==> config.mk <==
export PLATFORM = sky130hd
export DESIGN_NAME = mirror_io_policy_unit_flat
export DESIGN_NICKNAME = d
export VERILOG_FILES = /design/src/design/mip_pkg.sv /design/src/design/mip_if.sv /design/src/design/mip_ctrl.sv /design/src/design/mip_dp.sv /design/src/design/mirror_io_policy_unit.sv /design/src/flat_wrapper.sv
export SDC_FILE = /design/constraint.sdc
export NUM_CORES = 1
export LEC_CHECK = 0
export BUFFER_PORTS_ARGS = -buffer_cell sky130_fd_sc_hd__clkbuf_2
export CAP_MARGIN = 20
export CORE_ASPECT_RATIO = 1.25
export CORE_UTILIZATION = 50
export CTS_BUF_LIST = sky130_fd_sc_hd__clkbuf_8
export DETAILED_ROUTE_END_ITERATION = 10
export GPL_TIMING_DRIVEN = 0
export PLACE_DENSITY_LB_ADDON = 0.05
export SYNTH_ARGS = -nofsm -noshare
export SYNTH_HDL_FRONTEND = slang
export SYNTH_SLANG_ARGS = --single-unit
==> constraint.sdc <==
create_clock -name clk -period 7.1 [get_ports clk]
set_input_delay 1.775 -clock clk [delete_from_list [all_inputs] [get_ports clk]]
set_output_delay 1.775 -clock clk [all_outputs]
set_load 0.05 [all_outputs]
==> src/design/mip_pkg.sv <==
`timescale 1ns / 1ps
// ----------------------------------------------------------------------------
// mip_pkg
// Shared constants, codes and types of the mirror I/O policy unit.
// ----------------------------------------------------------------------------
package mip_pkg;

  localparam int MAX_CHILDREN = 8;
  localparam int LANE_LIMIT   = 8;
  localparam int LANES        = (MAX_CHILDREN < LANE_LIMIT) ? MAX_CHILDREN : LANE_LIMIT;
  localparam int IDX_W        = 3;
  localparam int ROTATE_SHIFT = 23;
  localparam int OFFSET_W     = 64;
  localparam int MOD_BITS     = OFFSET_W - ROTATE_SHIFT;
  localparam int MCNT_W       = $clog2(MOD_BITS + 1);

  // input commands
  localparam logic [1:0] CMD_START_READ  = 2'd0;
  localparam logic [1:0] CMD_START_WRITE = 2'd1;
  localparam logic [1:0] CMD_CHILD_DONE  = 2'd2;
  localparam logic [1:0] CMD_FINISH      = 2'd3;

  // error codes
  localparam logic [2:0] ERR_OK    = 3'd0;
  localparam logic [2:0] ERR_IO    = 3'd1;
  localparam logic [2:0] ERR_NODEV = 3'd2;
  localparam logic [2:0] ERR_STALE = 3'd3;
  localparam logic [2:0] ERR_OTHER = 3'd5;

  // result kinds
  localparam logic [1:0] K_READ   = 2'd0;
  localparam logic [1:0] K_WRITE  = 2'd1;
  localparam logic [1:0] K_REPAIR = 2'd2;
  localparam logic [1:0] K_DONE   = 2'd3;

  // configuration register indexes
  localparam logic [2:0] CFG_CHILD_COUNT = 3'd0;
  localparam logic [2:0] CFG_REPLACING   = 3'd1;
  localparam logic [2:0] CFG_NO_SIBLING  = 3'd2;
  localparam logic [2:0] CFG_REPAIR_EN   = 3'd3;

  typedef enum logic [4:0] {
    S_IDLE, S_DISPATCH, S_ISSUE, S_WRITE1, S_MOD_INIT, S_MOD, S_SEL_INIT,
    S_SEL1, S_SEL2, S_SEL_FAIL, S_EMIT_SEL, S_SCAN_INIT, S_SCAN, S_FIN_DEC,
    S_FIN_TAIL, S_REPAIR, S_DONE
  } state_t;

  typedef enum logic [3:0] {
    OP_NONE, OP_LOAD, OP_CHILD_UPD, OP_MOD_INIT, OP_MOD_STEP, OP_SEL_INIT,
    OP_SEL1, OP_SEL2, OP_SCAN_INIT, OP_SCAN, OP_ISSUE, OP_WRITE1,
    OP_EMIT_SEL, OP_REPAIR, OP_EMIT_DONE
  } op_t;

  typedef struct packed {
    logic [1:0] cmd;
    logic       scrub;
    logic       write1;
    logic       cnt_end;
    logic       mod_last;
    logic       hit1;
    logic       hit2;
    logic       no_sibling;
    logic       retry;
    logic       repair_go;
    logic       rep_qual;
    logic       out_free;
  } dp_status_t;

endpackage

==> src/design/mip_if.sv <==
`timescale 1ns / 1ps
// ----------------------------------------------------------------------------
// mip_in_if / mip_out_if
// Valid/ready channels carrying request items and result items.
// ----------------------------------------------------------------------------
interface mip_in_if;
  logic        valid;
  logic        ready;
  logic [1:0]  command;
  logic        scrub;
  logic        resilver;
  logic [63:0] offset;
  logic [7:0]  dead_mask;
  logic [7:0]  stale_mask;
  logic [2:0]  child;
  logic [2:0]  child_error;

  modport source (output valid, command, scrub, resilver, offset, dead_mask,
                  stale_mask, child, child_error, input ready);
  modport sink (input valid, command, scrub, resilver, offset, dead_mask,
                stale_mask, child, child_error, output ready);
endinterface

interface mip_out_if;
  logic       valid;
  logic       ready;
  logic [1:0] kind;
  logic [2:0] target_child;
  logic [2:0] status;
  logic [3:0] error_count;
  logic       last;

  modport source (output valid, kind, target_child, status, error_count, last,
                  input ready);
  modport sink (input valid, kind, target_child, status, error_count, last,
                output ready);
endinterface

==> src/design/mip_ctrl.sv <==
`timescale 1ns / 1ps
// ----------------------------------------------------------------------------
// mip_ctrl
// Sequencer: walks each transaction through select, scan, repair and issue.
// ----------------------------------------------------------------------------
module mip_ctrl (
  input  logic                clk,
  input  logic                rst,
  input  logic                in_valid,
  output logic                in_ready,
  input  mip_pkg::dp_status_t st,
  output mip_pkg::op_t        op
);

  mip_pkg::state_t state, state_next;
  logic            origin;  // 1 when selection was entered from a finish

  // state and origin registers
  always_ff @(posedge clk) begin
    if (rst) begin
      state  <= mip_pkg::S_IDLE;
      origin <= 1'b0;
    end else begin
      state <= state_next;
      if (state == mip_pkg::S_DISPATCH) origin <= 1'b0;
      if (state == mip_pkg::S_FIN_DEC)  origin <= 1'b1;
    end
  end

  // next state
  always_comb begin
    state_next = state;
    unique case (state)
      mip_pkg::S_IDLE:     if (in_valid) state_next = mip_pkg::S_DISPATCH;
      mip_pkg::S_DISPATCH: begin
        case (st.cmd)
          mip_pkg::CMD_START_READ:
            state_next = st.scrub ? mip_pkg::S_ISSUE : mip_pkg::S_MOD_INIT;
          mip_pkg::CMD_START_WRITE:
            state_next = st.write1 ? mip_pkg::S_WRITE1 : mip_pkg::S_ISSUE;
          mip_pkg::CMD_CHILD_DONE: state_next = mip_pkg::S_IDLE;
          default:                 state_next = mip_pkg::S_SCAN_INIT;
        endcase
      end
      mip_pkg::S_ISSUE:    if (st.out_free && st.cnt_end) state_next = mip_pkg::S_IDLE;
      mip_pkg::S_WRITE1:   if (st.out_free) state_next = mip_pkg::S_IDLE;
      mip_pkg::S_MOD_INIT: state_next = mip_pkg::S_MOD;
      mip_pkg::S_MOD:      if (st.mod_last) state_next = mip_pkg::S_SEL_INIT;
      mip_pkg::S_SEL_INIT: state_next = mip_pkg::S_SEL1;
      mip_pkg::S_SEL1: begin
        if (st.hit1) state_next = mip_pkg::S_EMIT_SEL;
        else if (st.cnt_end)
          state_next = st.no_sibling ? mip_pkg::S_SEL2 : mip_pkg::S_SEL_FAIL;
      end
      mip_pkg::S_SEL2: begin
        if (st.hit2) state_next = mip_pkg::S_EMIT_SEL;
        else if (st.cnt_end) state_next = mip_pkg::S_SEL_FAIL;
      end
      mip_pkg::S_SEL_FAIL:
        state_next = origin ? mip_pkg::S_FIN_TAIL : mip_pkg::S_SCAN_INIT;
      mip_pkg::S_EMIT_SEL:  if (st.out_free) state_next = mip_pkg::S_IDLE;
      mip_pkg::S_SCAN_INIT: state_next = mip_pkg::S_SCAN;
      mip_pkg::S_SCAN:      if (st.cnt_end) state_next = mip_pkg::S_FIN_DEC;
      mip_pkg::S_FIN_DEC:
        state_next = st.retry ? mip_pkg::S_MOD_INIT : mip_pkg::S_FIN_TAIL;
      mip_pkg::S_FIN_TAIL:
        state_next = st.repair_go ? mip_pkg::S_REPAIR : mip_pkg::S_DONE;
      mip_pkg::S_REPAIR:
        if ((!st.rep_qual || st.out_free) && st.cnt_end) state_next = mip_pkg::S_DONE;
      mip_pkg::S_DONE:      if (st.out_free) state_next = mip_pkg::S_IDLE;
      default:              state_next = mip_pkg::S_IDLE;
    endcase
  end

  // datapath command
  always_comb begin
    op       = mip_pkg::OP_NONE;
    in_ready = 1'b0;
    unique case (state)
      mip_pkg::S_IDLE: begin
        in_ready = 1'b1;
        if (in_valid) op = mip_pkg::OP_LOAD;
      end
      mip_pkg::S_DISPATCH:
        if (st.cmd == mip_pkg::CMD_CHILD_DONE) op = mip_pkg::OP_CHILD_UPD;
      mip_pkg::S_ISSUE:     if (st.out_free) op = mip_pkg::OP_ISSUE;
      mip_pkg::S_WRITE1:    if (st.out_free) op = mip_pkg::OP_WRITE1;
      mip_pkg::S_MOD_INIT:  op = mip_pkg::OP_MOD_INIT;
      mip_pkg::S_MOD:       op = mip_pkg::OP_MOD_STEP;
      mip_pkg::S_SEL_INIT:  op = mip_pkg::OP_SEL_INIT;
      mip_pkg::S_SEL1:      op = mip_pkg::OP_SEL1;
      mip_pkg::S_SEL2:      op = mip_pkg::OP_SEL2;
      mip_pkg::S_EMIT_SEL:  if (st.out_free) op = mip_pkg::OP_EMIT_SEL;
      mip_pkg::S_SCAN_INIT: op = mip_pkg::OP_SCAN_INIT;
      mip_pkg::S_SCAN:      op = mip_pkg::OP_SCAN;
      mip_pkg::S_REPAIR:    if (!st.rep_qual || st.out_free) op = mip_pkg::OP_REPAIR;
      mip_pkg::S_DONE:      if (st.out_free) op = mip_pkg::OP_EMIT_DONE;
      default:              op = mip_pkg::OP_NONE;
    endcase
  end

endmodule

==> src/design/mip_dp.sv <==
`timescale 1ns / 1ps
// ----------------------------------------------------------------------------
// mip_dp
// Datapath: config, per-child map, rotation remainder, scan and result register.
// ----------------------------------------------------------------------------
module mip_dp (
  input  logic                clk,
  input  logic                rst,
  input  logic                cfg_write,
  input  logic [2:0]          cfg_index,
  input  logic [3:0]          cfg_data,
  mip_in_if.sink              in_ch,
  mip_out_if.source           out_ch,
  input  mip_pkg::op_t        op,
  output mip_pkg::dp_status_t st
);

  localparam logic [3:0] LANES_C = 4'(mip_pkg::LANES);

  // configuration
  logic [3:0] child_count;
  logic       replacing_mode, no_sibling_replicas, repair_enabled;

  // request and latched item
  logic [mip_pkg::OFFSET_W-1:0] req_offset;
  logic       req_is_write, req_resilver;
  logic [1:0] lat_cmd;
  logic       lat_scrub;
  logic [7:0] lat_dead, lat_stale;
  logic [2:0] lat_child, lat_error;

  // per-child map
  logic [2:0] child_err     [mip_pkg::LANES];
  logic       child_tried   [mip_pkg::LANES];
  logic       child_skipped [mip_pkg::LANES];

  // walk and selection
  logic [mip_pkg::IDX_W-1:0] cnt, pos, sel;
  logic [mip_pkg::MOD_BITS-1:0] msr;
  logic [mip_pkg::MCNT_W-1:0]   mcnt;
  logic [2:0] rem;

  // scan accumulators
  logic [3:0] good, nerr;
  logic       unexp;
  logic [2:0] agg;

  logic       out_valid;
  logic [3:0] lanes;
  logic [3:0] rem_sh;
  logic       pos_end, emit;
  logic [2:0] fin_status, err_clamped;

  // active lanes: zero acts as one, saturate at the lane limit
  always_comb begin
    if (child_count == 4'd0)        lanes = 4'd1;
    else if (child_count > LANES_C) lanes = LANES_C;
    else                            lanes = child_count;
  end

  assign rem_sh      = {rem, msr[mip_pkg::MOD_BITS-1]};
  assign pos_end     = ({1'b0, pos} == lanes - 4'd1);
  assign err_clamped = (lat_error > mip_pkg::ERR_OTHER) ? mip_pkg::ERR_OTHER : lat_error;
  assign fin_status  = (good != 4'd0) ? mip_pkg::ERR_OK :
                       (agg == mip_pkg::ERR_OK) ? mip_pkg::ERR_IO : agg;
  assign emit = (op == mip_pkg::OP_ISSUE) || (op == mip_pkg::OP_WRITE1) ||
                (op == mip_pkg::OP_EMIT_SEL) || (op == mip_pkg::OP_EMIT_DONE) ||
                ((op == mip_pkg::OP_REPAIR) && st.rep_qual);

  // status toward the sequencer
  always_comb begin
    st.cmd        = lat_cmd;
    st.scrub      = lat_scrub;
    st.write1     = req_resilver && replacing_mode && !lat_stale[0];
    st.cnt_end    = ({1'b0, cnt} == lanes - 4'd1);
    st.mod_last   = (mcnt == mip_pkg::MCNT_W'(mip_pkg::MOD_BITS - 1));
    st.hit1       = !child_tried[pos] && !child_skipped[pos] && !lat_dead[pos] &&
                    !lat_stale[pos];
    st.hit2       = !child_tried[cnt];
    st.no_sibling = no_sibling_replicas;
    st.retry      = !req_is_write && (good == 4'd0);
    st.repair_go  = !req_is_write && (good != 4'd0) && repair_enabled &&
                    (unexp || req_resilver);
    st.rep_qual   = (child_err[cnt] != mip_pkg::ERR_OK) ||
                    (!child_tried[cnt] && lat_stale[cnt]);
    st.out_free   = !out_valid || out_ch.ready;
  end

  // configuration writes
  always_ff @(posedge clk) begin
    if (rst) begin
      child_count         <= 4'd2;
      replacing_mode      <= 1'b0;
      no_sibling_replicas <= 1'b1;
      repair_enabled      <= 1'b1;
    end else if (cfg_write) begin
      case (cfg_index)
        mip_pkg::CFG_CHILD_COUNT: child_count         <= cfg_data;
        mip_pkg::CFG_REPLACING:   replacing_mode      <= cfg_data[0];
        mip_pkg::CFG_NO_SIBLING:  no_sibling_replicas <= cfg_data[0];
        mip_pkg::CFG_REPAIR_EN:   repair_enabled      <= cfg_data[0];
        default: ;
      endcase
    end
  end

  // request state and child map
  always_ff @(posedge clk) begin
    if (rst) begin
      req_offset   <= '0;
      req_is_write <= 1'b0;
      req_resilver <= 1'b0;
      for (int i = 0; i < mip_pkg::LANES; i++) begin
        child_err[i]     <= mip_pkg::ERR_OK;
        child_tried[i]   <= 1'b0;
        child_skipped[i] <= 1'b0;
      end
    end else begin
      case (op)
        mip_pkg::OP_LOAD: begin
          if (in_ch.command == mip_pkg::CMD_START_READ ||
              in_ch.command == mip_pkg::CMD_START_WRITE) begin
            req_offset   <= in_ch.offset;
            req_is_write <= (in_ch.command == mip_pkg::CMD_START_WRITE);
            req_resilver <= in_ch.resilver;
            for (int i = 0; i < mip_pkg::LANES; i++) begin
              child_err[i]     <= mip_pkg::ERR_OK;
              child_tried[i]   <= 1'b0;
              child_skipped[i] <= 1'b0;
            end
          end
        end
        mip_pkg::OP_CHILD_UPD: begin
          if ({1'b0, lat_child} < lanes) begin
            child_err[lat_child]     <= err_clamped;
            child_tried[lat_child]   <= 1'b1;
            child_skipped[lat_child] <= 1'b0;
          end
        end
        mip_pkg::OP_SEL1: begin
          if (!child_tried[pos] && !child_skipped[pos]) begin
            if (lat_dead[pos]) begin
              child_err[pos]     <= mip_pkg::ERR_NODEV;
              child_tried[pos]   <= 1'b1;
              child_skipped[pos] <= 1'b1;
            end else if (lat_stale[pos]) begin
              child_err[pos]     <= mip_pkg::ERR_STALE;
              child_skipped[pos] <= 1'b1;
            end
          end
        end
        mip_pkg::OP_REPAIR: begin
          if (child_err[cnt] == mip_pkg::ERR_OK && st.rep_qual)
            child_err[cnt] <= mip_pkg::ERR_STALE;
        end
        default: ;
      endcase
    end
  end

  // item latch, walk counter, remainder unit, selection, scan
  always_ff @(posedge clk) begin
    case (op)
      mip_pkg::OP_LOAD: begin
        lat_cmd   <= in_ch.command;
        lat_scrub <= in_ch.scrub;
        lat_dead  <= in_ch.dead_mask;
        lat_stale <= in_ch.stale_mask;
        lat_child <= in_ch.child;
        lat_error <= in_ch.child_error;
        cnt       <= '0;
      end
      mip_pkg::OP_MOD_INIT: begin
        msr  <= req_offset[mip_pkg::OFFSET_W-1:mip_pkg::ROTATE_SHIFT];
        rem  <= '0;
        mcnt <= '0;
      end
      mip_pkg::OP_MOD_STEP: begin
        msr  <= {msr[mip_pkg::MOD_BITS-2:0], 1'b0};
        mcnt <= mcnt + 1'b1;
        rem  <= (rem_sh >= lanes) ? 3'(rem_sh - lanes) : rem_sh[2:0];
      end
      mip_pkg::OP_SEL_INIT: begin
        pos <= replacing_mode ? '0 : rem;
        cnt <= '0;
      end
      mip_pkg::OP_SEL1: begin
        if (st.hit1) sel <= pos;
        pos <= pos_end ? '0 : pos + 1'b1;
        cnt <= st.cnt_end ? '0 : cnt + 1'b1;
      end
      mip_pkg::OP_SEL2: begin
        if (st.hit2) sel <= cnt;
        cnt <= st.cnt_end ? '0 : cnt + 1'b1;
      end
      mip_pkg::OP_SCAN_INIT: begin
        cnt   <= '0;
        good  <= '0;
        nerr  <= '0;
        unexp <= 1'b0;
        agg   <= mip_pkg::ERR_OK;
      end
      mip_pkg::OP_SCAN: begin
        if (child_tried[cnt] && child_err[cnt] == mip_pkg::ERR_OK) begin
          good <= good + 1'b1;
        end else if (child_err[cnt] != mip_pkg::ERR_OK) begin
          if (agg != mip_pkg::ERR_IO) agg <= child_err[cnt];
          if (!child_skipped[cnt]) unexp <= 1'b1;
          nerr <= nerr + 1'b1;
        end
        cnt <= st.cnt_end ? '0 : cnt + 1'b1;
      end
      mip_pkg::OP_ISSUE, mip_pkg::OP_REPAIR:
        cnt <= st.cnt_end ? '0 : cnt + 1'b1;
      default: ;
    endcase
  end

  // result register: hold until taken, load on emit
  always_ff @(posedge clk) begin
    if (rst) begin
      out_valid <= 1'b0;
    end else if (emit) begin
      out_valid <= 1'b1;
    end else if (out_ch.ready) begin
      out_valid <= 1'b0;
    end
  end

  always_ff @(posedge clk) begin
    if (emit) begin
      out_ch.status       <= mip_pkg::ERR_OK;
      out_ch.error_count  <= 4'd0;
      out_ch.target_child <= cnt;
      out_ch.last         <= 1'b1;
      case (op)
        mip_pkg::OP_ISSUE: begin
          out_ch.kind <= (lat_cmd == mip_pkg::CMD_START_READ) ? mip_pkg::K_READ
                                                               : mip_pkg::K_WRITE;
          out_ch.last <= st.cnt_end;
        end
        mip_pkg::OP_WRITE1: begin
          out_ch.kind         <= mip_pkg::K_WRITE;
          out_ch.target_child <= 3'(lanes - 4'd1);
        end
        mip_pkg::OP_EMIT_SEL: begin
          out_ch.kind         <= mip_pkg::K_READ;
          out_ch.target_child <= sel;
        end
        mip_pkg::OP_REPAIR: begin
          out_ch.kind <= mip_pkg::K_REPAIR;
          out_ch.last <= 1'b0;
        end
        default: begin
          out_ch.kind         <= mip_pkg::K_DONE;
          out_ch.target_child <= 3'd0;
          out_ch.status       <= fin_status;
          out_ch.error_count  <= nerr;
        end
      endcase
    end
  end

  assign out_ch.valid = out_valid;

  // a result is only loaded when the register is free
  a_emit_free: assert property (@(posedge clk) disable iff (rst)
    emit |-> (!out_valid || out_ch.ready))
    else $error("result loaded over a pending result");

  // a completion in range marks its child tried
  a_child_mark: assert property (@(posedge clk) disable iff (rst)
    (op == mip_pkg::OP_CHILD_UPD && {1'b0, lat_child} < lanes) |=>
    child_tried[$past(lat_child)])
    else $error("child completion not recorded");

  // rotation remainder stays below the lane count while it is built
  a_rem_range: assert property (@(posedge clk) disable iff (rst)
    (op == mip_pkg::OP_MOD_STEP) |=> ({1'b0, rem} < lanes))
    else $error("rotation remainder out of range");

endmodule

==> src/design/mirror_io_policy_unit.sv <==
`timescale 1ns / 1ps
// ----------------------------------------------------------------------------
// mirror_io_policy_unit
// RAID-1 request policy: read selection, write fan-out, completion and repair.
// ----------------------------------------------------------------------------
// One transaction is handled at a time. The input is ready only while the
// sequencer is idle, and results leave through a one-deep output register.
// A child completion only updates the child map. A write start issues to
// the last copy only, or to every copy, as does a scrub read. A normal read
// start runs (offset >> 23) mod the active child count through a bit-serial
// remainder unit: a setup step and 41 steps. It then walks the children one
// per cycle, with a second pass when the first pass finds nothing and the
// no-sibling setting is set. A finish scans the active children, then walks
// them again when repairs are issued; a finish that finds no good copy of a
// read retries the selection. A read start that finds no child runs the
// finish path, selection included. A result that waits on the output holds
// the sequencer until it is taken.
module mirror_io_policy_unit (
  input  logic       clk,
  input  logic       rst,
  input  logic       cfg_write,
  input  logic [2:0] cfg_index,
  input  logic [3:0] cfg_data,
  mip_in_if.sink     in_ch,
  mip_out_if.source  out_ch
);

  mip_pkg::op_t        op;
  mip_pkg::dp_status_t st;
  logic                ready;

  assign in_ch.ready = ready;

  // sequencer
  mip_ctrl u_ctrl (
    .clk      (clk),
    .rst      (rst),
    .in_valid (in_ch.valid),
    .in_ready (ready),
    .st       (st),
    .op       (op)
  );

  // datapath
  mip_dp u_dp (
    .clk       (clk),
    .rst       (rst),
    .cfg_write (cfg_write),
    .cfg_index (cfg_index),
    .cfg_data  (cfg_data),
    .in_ch     (in_ch),
    .out_ch    (out_ch),
    .op        (op),
    .st        (st)
  );

endmodule

==> src/flat_wrapper.sv <==
// flat-port wrapper written by rule: the top's interface ports become plain ports
module mirror_io_policy_unit_flat 
  (clk, rst, cfg_write, cfg_index, cfg_data, in_ch_valid, in_ch_command, in_ch_scrub, in_ch_resilver, in_ch_offset, in_ch_dead_mask, in_ch_stale_mask, in_ch_child, in_ch_child_error, in_ch_ready, out_ch_valid, out_ch_kind, out_ch_target_child, out_ch_status, out_ch_error_count, out_ch_last, out_ch_ready);
  mip_in_if in_ch_i ();
  mip_out_if out_ch_i ();
  input  logic clk;
  input  logic rst;
  input  logic cfg_write;
  input  logic [2:0] cfg_index;
  input  logic [3:0] cfg_data;
  input wire logic [$bits(in_ch_i.valid)-1:0] in_ch_valid;
  input wire logic [$bits(in_ch_i.command)-1:0] in_ch_command;
  input wire logic [$bits(in_ch_i.scrub)-1:0] in_ch_scrub;
  input wire logic [$bits(in_ch_i.resilver)-1:0] in_ch_resilver;
  input wire logic [$bits(in_ch_i.offset)-1:0] in_ch_offset;
  input wire logic [$bits(in_ch_i.dead_mask)-1:0] in_ch_dead_mask;
  input wire logic [$bits(in_ch_i.stale_mask)-1:0] in_ch_stale_mask;
  input wire logic [$bits(in_ch_i.child)-1:0] in_ch_child;
  input wire logic [$bits(in_ch_i.child_error)-1:0] in_ch_child_error;
  output wire logic [$bits(in_ch_i.ready)-1:0] in_ch_ready;
  output wire logic [$bits(out_ch_i.valid)-1:0] out_ch_valid;
  output wire logic [$bits(out_ch_i.kind)-1:0] out_ch_kind;
  output wire logic [$bits(out_ch_i.target_child)-1:0] out_ch_target_child;
  output wire logic [$bits(out_ch_i.status)-1:0] out_ch_status;
  output wire logic [$bits(out_ch_i.error_count)-1:0] out_ch_error_count;
  output wire logic [$bits(out_ch_i.last)-1:0] out_ch_last;
  input wire logic [$bits(out_ch_i.ready)-1:0] out_ch_ready;
  assign in_ch_i.valid = in_ch_valid;
  assign in_ch_i.command = in_ch_command;
  assign in_ch_i.scrub = in_ch_scrub;
  assign in_ch_i.resilver = in_ch_resilver;
  assign in_ch_i.offset = in_ch_offset;
  assign in_ch_i.dead_mask = in_ch_dead_mask;
  assign in_ch_i.stale_mask = in_ch_stale_mask;
  assign in_ch_i.child = in_ch_child;
  assign in_ch_i.child_error = in_ch_child_error;
  assign in_ch_ready = in_ch_i.ready;
  assign out_ch_valid = out_ch_i.valid;
  assign out_ch_kind = out_ch_i.kind;
  assign out_ch_target_child = out_ch_i.target_child;
  assign out_ch_status = out_ch_i.status;
  assign out_ch_error_count = out_ch_i.error_count;
  assign out_ch_last = out_ch_i.last;
  assign out_ch_i.ready = out_ch_ready;
  mirror_io_policy_unit u_core (.clk(clk), .rst(rst), .cfg_write(cfg_write), .cfg_index(cfg_index), .cfg_data(cfg_data), .in_ch(in_ch_i), .out_ch(out_ch_i));
endmodule
==> out/summary.md <==
The run finished with clean final reports. Across the run, the number of max-cap violations was 0. The aggregate global-route resource usage came out at 24.5%. The finished layout holds 1360 standard cells, fillers aside.

The first global-routing pass estimated 39.5 mm of wire. In this run the static leakage power is 4.50 nW. The die covers 21200 um^2.

By startpoint and endpoint, the worst setup path is classified as primary input to flip-flop. The iteration count of the initial detailed-routing pass was 5; the remaining number of nets flagged by the antenna check after routing was 0. The via density per instance is 5.60. Synthesis inferred 212 register bits.

The worst-case headroom to the max-slew limit came out at 31.6%. STA classifies the critical path startpoint as a primary input. Setup violations remaining at the end of the flow were counted as 0. By area the synthesized netlist is led by sky130_fd_sc_hd__edfxtp_1 41%, sky130_fd_sc_hd__dfxtp_1 14%, sky130_fd_sc_hd__mux2_2 5.0%, sky130_fd_sc_hd__nand2_1 4.4%, sky130_fd_sc_hd__mux4_2 3.5%. IR analysis of the VDD net gives a maximum drop of 0.146 mV.

The run gives 212 as the total clock sinks. The tree is rooted in a sky130_fd_sc_hd__clkbuf_8. The number of buffer cells added on primary ports is 92, and the final instance area is 11900 um^2.

Gates resized during post-CTS repair numbered 0. The tools report the final wirelength as 24.6 mm. The area share of the leading cell type in the synthesized netlist was 41.1%.

0 antenna diodes ended up in the layout. The power density over the cells came out at 321 nW/um^2. The top fanout value on the critical path came out at 7. For the total DRC errors in the routed layout, the log shows 0.

The fraction of layout cells with a size suffix above 1 is 22.4%, and the number of cells on the worst reg-to-reg path is 8. Summed over all instances, the cell type with the most area after synthesis is sky130_fd_sc_hd__edfxtp_1. In this run the horizontal extent of the chip is 130 um. For the routability-driven placement congestion ratio, the log shows 0.913.

The average footprint of a synthesized cell came out at 11.1 um^2. The capture point of the worst path was u_core.u_dp.child_err[0][0]. The path class of the tightest hold or removal check is flip-flop to flip-flop. For this configuration, the core starts out at a cell density of 51.1%. Number of global-route vias before repair: 7636. The leading register cell type out of synthesis is sky130_fd_sc_hd__edfxtp_1. During synthesis, Yosys emitted a total of 0 warnings. The final layout contains 1179 nets.

Maximum clock frequency: 260 MHz. Synthesis produced a netlist with a net count of 1042. Overall via count from detail_route: 7614.

In this run the number of H-tree levels came out at 2. Row generation in the floorplan step produced 58 rows. Counting flops with an async set or reset pin after synthesis yields a share of 0%.

In this run the critical register-to-register path is captured at u_core.u_dp.child_err[5][1]. Clock buffer count from CTS: 36. The run gives 1293 as the placed instance count. The logs give 10300 um^2 for the total standard cell area after synthesis and 0 for the hold violation count in the final report.

Max-slew violation total from the final report: 0. After synthesis, flip-flops and latches occupy 54.9% of the total area. The tools report the number of top-level design ports as 117. The die extent in y came out at 163 um. The half-perimeter wire length after placement was 18.5 mm; the accumulated negative setup slack was 0 ns. The floorplan step defined a core boundary enclosing 20200 um^2. After global routing the overflow that remains totals 0. The clock-pin slew reported for the worst setup and hold paths after clock tree synthesis came out at 0.06 ns. The cell count after synthesis came out at 925.

The worst clock skew on the final layout came out at 0.0246 ns. The critical path starts at out_ch_ready. The startpoint identified for the worst register-to-register timing path is u_core.u_ctrl.state[1].

The worst setup path is captured at a flip-flop. Across all register-to-register paths, the minimum setup slack is 3.76 ns. The number of enable-type register cells in the synthesized netlist is 141. At the worst endpoint, the required time is 7.32 ns. The post-CTS setup buffer count is 0, and the post-layout minimum cycle time is 3.85 ns.

In this run, the number of DRC markers left after iteration 0 of detailed routing was 386. Dividing the detail-routed wire length by the instance count gives 18.1 um. The data arrival time of the critical path came out at 4.07 ns. Number of antenna violations at the first check in global routing: 0.

The tools report the maximum buffer depth of the clock tree as 3. TritonCTS built the clock tree. Once placement finished, the instance area stood at 11200 um^2.

The area growth from synthesis to final layout was 15.4%. Entering global routing, the biggest net connects 22 pins. Setup repair after global routing left no endpoint under its margin. The final clock period utilization by the worst path works out to 54.2%. The clock reaches the later pin of the worst-skew pair after 0.53 ns.

The number of hold-repair buffers added at the cts stage came out at 0. The distinct cell type count of the synthesized netlist came out at 82. At the pin with the least slew margin, the transition time is 1.02 ns. The tools report the critical hold path startpoint as u_core.u_dp.req_offset[26].
==> cell usage after synthesis (4+ instances only) <==
master,instances
sky130_fd_sc_hd__inv_1,20
sky130_fd_sc_hd__clkbuf_1,32
sky130_fd_sc_hd__edfxtp_1,141
sky130_fd_sc_hd__dfxtp_1,71
sky130_fd_sc_hd__a21o_1,6
sky130_fd_sc_hd__o21ai_0,15
sky130_fd_sc_hd__a211o_1,4
sky130_fd_sc_hd__a22oi_1,7
sky130_fd_sc_hd__o22ai_1,7
sky130_fd_sc_hd__nand2_1,120
sky130_fd_sc_hd__nor2b_1,16
sky130_fd_sc_hd__mux2i_1,10
sky130_fd_sc_hd__mux2_2,46
sky130_fd_sc_hd__nand2b_1,12
sky130_fd_sc_hd__nor2_1,73
sky130_fd_sc_hd__buf_2,11
sky130_fd_sc_hd__a31oi_1,6
sky130_fd_sc_hd__xor2_1,12
sky130_fd_sc_hd__buf_1,7
sky130_fd_sc_hd__and2_1,14
sky130_fd_sc_hd__xnor2_1,7
sky130_fd_sc_hd__nand3_1,15
sky130_fd_sc_hd__or3_1,4
sky130_fd_sc_hd__mux4_2,16
sky130_fd_sc_hd__nor3b_1,8
sky130_fd_sc_hd__nor4b_1,4
sky130_fd_sc_hd__o21ai_1,18
sky130_fd_sc_hd__and3_1,10
sky130_fd_sc_hd__ha_1,14
sky130_fd_sc_hd__a22o_1,12
sky130_fd_sc_hd__a21oi_1,64
sky130_fd_sc_hd__nand4_1,6
sky130_fd_sc_hd__nor3_1,41
==> cell usage in the layout (no fill, tap or decap), types with 7 or more instances in the layout <==
| cell | synthesis | routed |
|---|---|---|
| sky130_fd_sc_hd__clkbuf_1 | 32 | 32 |
| sky130_fd_sc_hd__o22ai_1 | 7 | 7 |
| sky130_fd_sc_hd__clkbuf_8 | 0 | 41 |
| sky130_fd_sc_hd__nor3b_1 | 8 | 8 |
| sky130_fd_sc_hd__a22o_1 | 12 | 12 |
| sky130_fd_sc_hd__nor2b_1 | 16 | 16 |
| sky130_fd_sc_hd__ha_1 | 14 | 14 |
| sky130_fd_sc_hd__dfxtp_1 | 71 | 71 |
| sky130_fd_sc_hd__o21ai_0 | 15 | 14 |
| sky130_fd_sc_hd__clkbuf_2 | 1 | 94 |
| sky130_fd_sc_hd__and3_1 | 10 | 10 |
| sky130_fd_sc_hd__inv_1 | 20 | 31 |
| sky130_fd_sc_hd__xnor2_1 | 7 | 7 |
| sky130_fd_sc_hd__a22oi_1 | 7 | 7 |
| sky130_fd_sc_hd__nand2_1 | 120 | 120 |
| sky130_fd_sc_hd__clkinv_2 | 0 | 7 |
| sky130_fd_sc_hd__mux4_2 | 16 | 16 |
| sky130_fd_sc_hd__nand3_1 | 15 | 15 |
| sky130_fd_sc_hd__nor2_1 | 73 | 73 |
| sky130_fd_sc_hd__mux2_2 | 46 | 46 |
| sky130_fd_sc_hd__and2_1 | 14 | 14 |
| sky130_fd_sc_hd__buf_2 | 11 | 11 |
| sky130_fd_sc_hd__mux2i_1 | 10 | 10 |
| sky130_fd_sc_hd__xor2_1 | 12 | 12 |
| sky130_fd_sc_hd__buf_1 | 7 | 7 |
| sky130_fd_sc_hd__a21oi_1 | 64 | 64 |
| sky130_fd_sc_hd__nand2b_1 | 12 | 12 |
| sky130_fd_sc_hd__o21ai_1 | 18 | 19 |
| sky130_fd_sc_hd__nor3_1 | 41 | 40 |
| sky130_fd_sc_hd__edfxtp_1 | 141 | 141 |
==> through the flow <==
| step | utilization, % | setup WS, ns | total power, mW | hold slack, ns |
|---|---|---|---|---|
| floorplan | - | 2.17 | 2.45 | 0.432 |
| finish | 59.0 | 3.25 | 3.82 | 0.452 |
| global route | 59.0 | 3.07 | 4.02 | 0.463 |
| CTS | 59.0 | 3.31 | 3.84 | 0.453 |
| detailed placement | 55.5 | 2.78 | 2.78 | 0.445 |
| global placement | 55.1 | 0.201 | 2.76 | 0.440 |
==> power breakdown <==
part	switching [mW]	internal [mW]	total [mW]
Clock	0.486	0.569	1.06
Combinational	0.728	0.426	1.15
Sequential	0.0861	1.52	1.61
==> worst min-delay path by stage <==
stage                                            end  cells past startpoint
after floorplan           u_core.u_dp.req_offset[23]                      2
after global placement    u_core.u_dp.req_offset[26]                      2
after detailed placement  u_core.u_dp.req_offset[24]                      2
after CTS                 u_core.u_dp.req_offset[47]                      2
after global routing      u_core.u_dp.req_offset[53]                      2
final                     u_core.u_dp.req_offset[26]                      2
==> layer usage <==
metal | track usage, % | vias to the layer above | part of all wire, %
met5 | 0 | - | 0
met1 | 29.0 | 3602 | 41
met3 | 5.42 | 63 | 5.4
li1 | - | 3710 | -
met2 | 42.2 | 239 | 50
met4 | 10.7 | 0 | 3.5
==> cell families after synthesis <==
group           share of synthesized area, %
simple gates                            16.6
flops                                   54.9
compound gates                          11.4
mux                                     10.5
buf+inv                                 2.99
xor+xnor                                1.83
fa+ha+maj                               1.89
==> state kept, by name, indices dropped and copies added, names as in the netlist, 2 cells and up, named ones only <==
name                             count
u_core.u_dp.msr                     41
u_core.u_dp.req_offset              41
u_core.u_dp.child_err               24
u_core.u_dp.child_skipped            8
u_core.u_dp.child_tried              8
u_core.u_dp.lat_dead                 8
u_core.u_dp.lat_stale                8
u_core.u_dp.mcnt                     6
u_core.u_ctrl.state                  5
u_core.u_dp.child_count              4
u_core.u_dp.good                     4
u_core.u_dp.nerr                     4
u_core.u_dp.out_ch.error_count       4
u_core.u_dp.agg                      3
u_core.u_dp.cnt                      3
u_core.u_dp.lat_child                3
u_core.u_dp.lat_error                3
u_core.u_dp.out_ch.status            3
u_core.u_dp.out_ch.target_child      3
u_core.u_dp.pos                      3
u_core.u_dp.rem                      3
u_core.u_dp.sel                      3
u_core.u_dp.lat_cmd                  2
u_core.u_dp.out_ch.kind              2
==> final cells by class <==
type | count | area, um^2
Buffer | 53 | 225
Clock buffer | 41 | 564
Clock inverter | 25 | 138
Fill cell | 1791 | 8280
Inverter | 22 | 82.6
Multi-Input combinational cell | 638 | 4350
Sequential cell | 212 | 5660
Tap cell | 270 | 338
Timing Repair Buffer | 99 | 546
==> critical path, stage by stage <==
cell and delay [ns]:
sky130_fd_sc_hd__clkbuf_2 0.09, sky130_fd_sc_hd__nor2b_1 0.38, sky130_fd_sc_hd__a211oi_1 0.17, sky130_fd_sc_hd__nor4_1 0.36, sky130_fd_sc_hd__nand4_1 0.42, sky130_fd_sc_hd__o221a_2 0.45, sky130_fd_sc_hd__o21bai_1 0.25, sky130_fd_sc_hd__nand2_1 0.17
(Power assumes the default switching activity.)
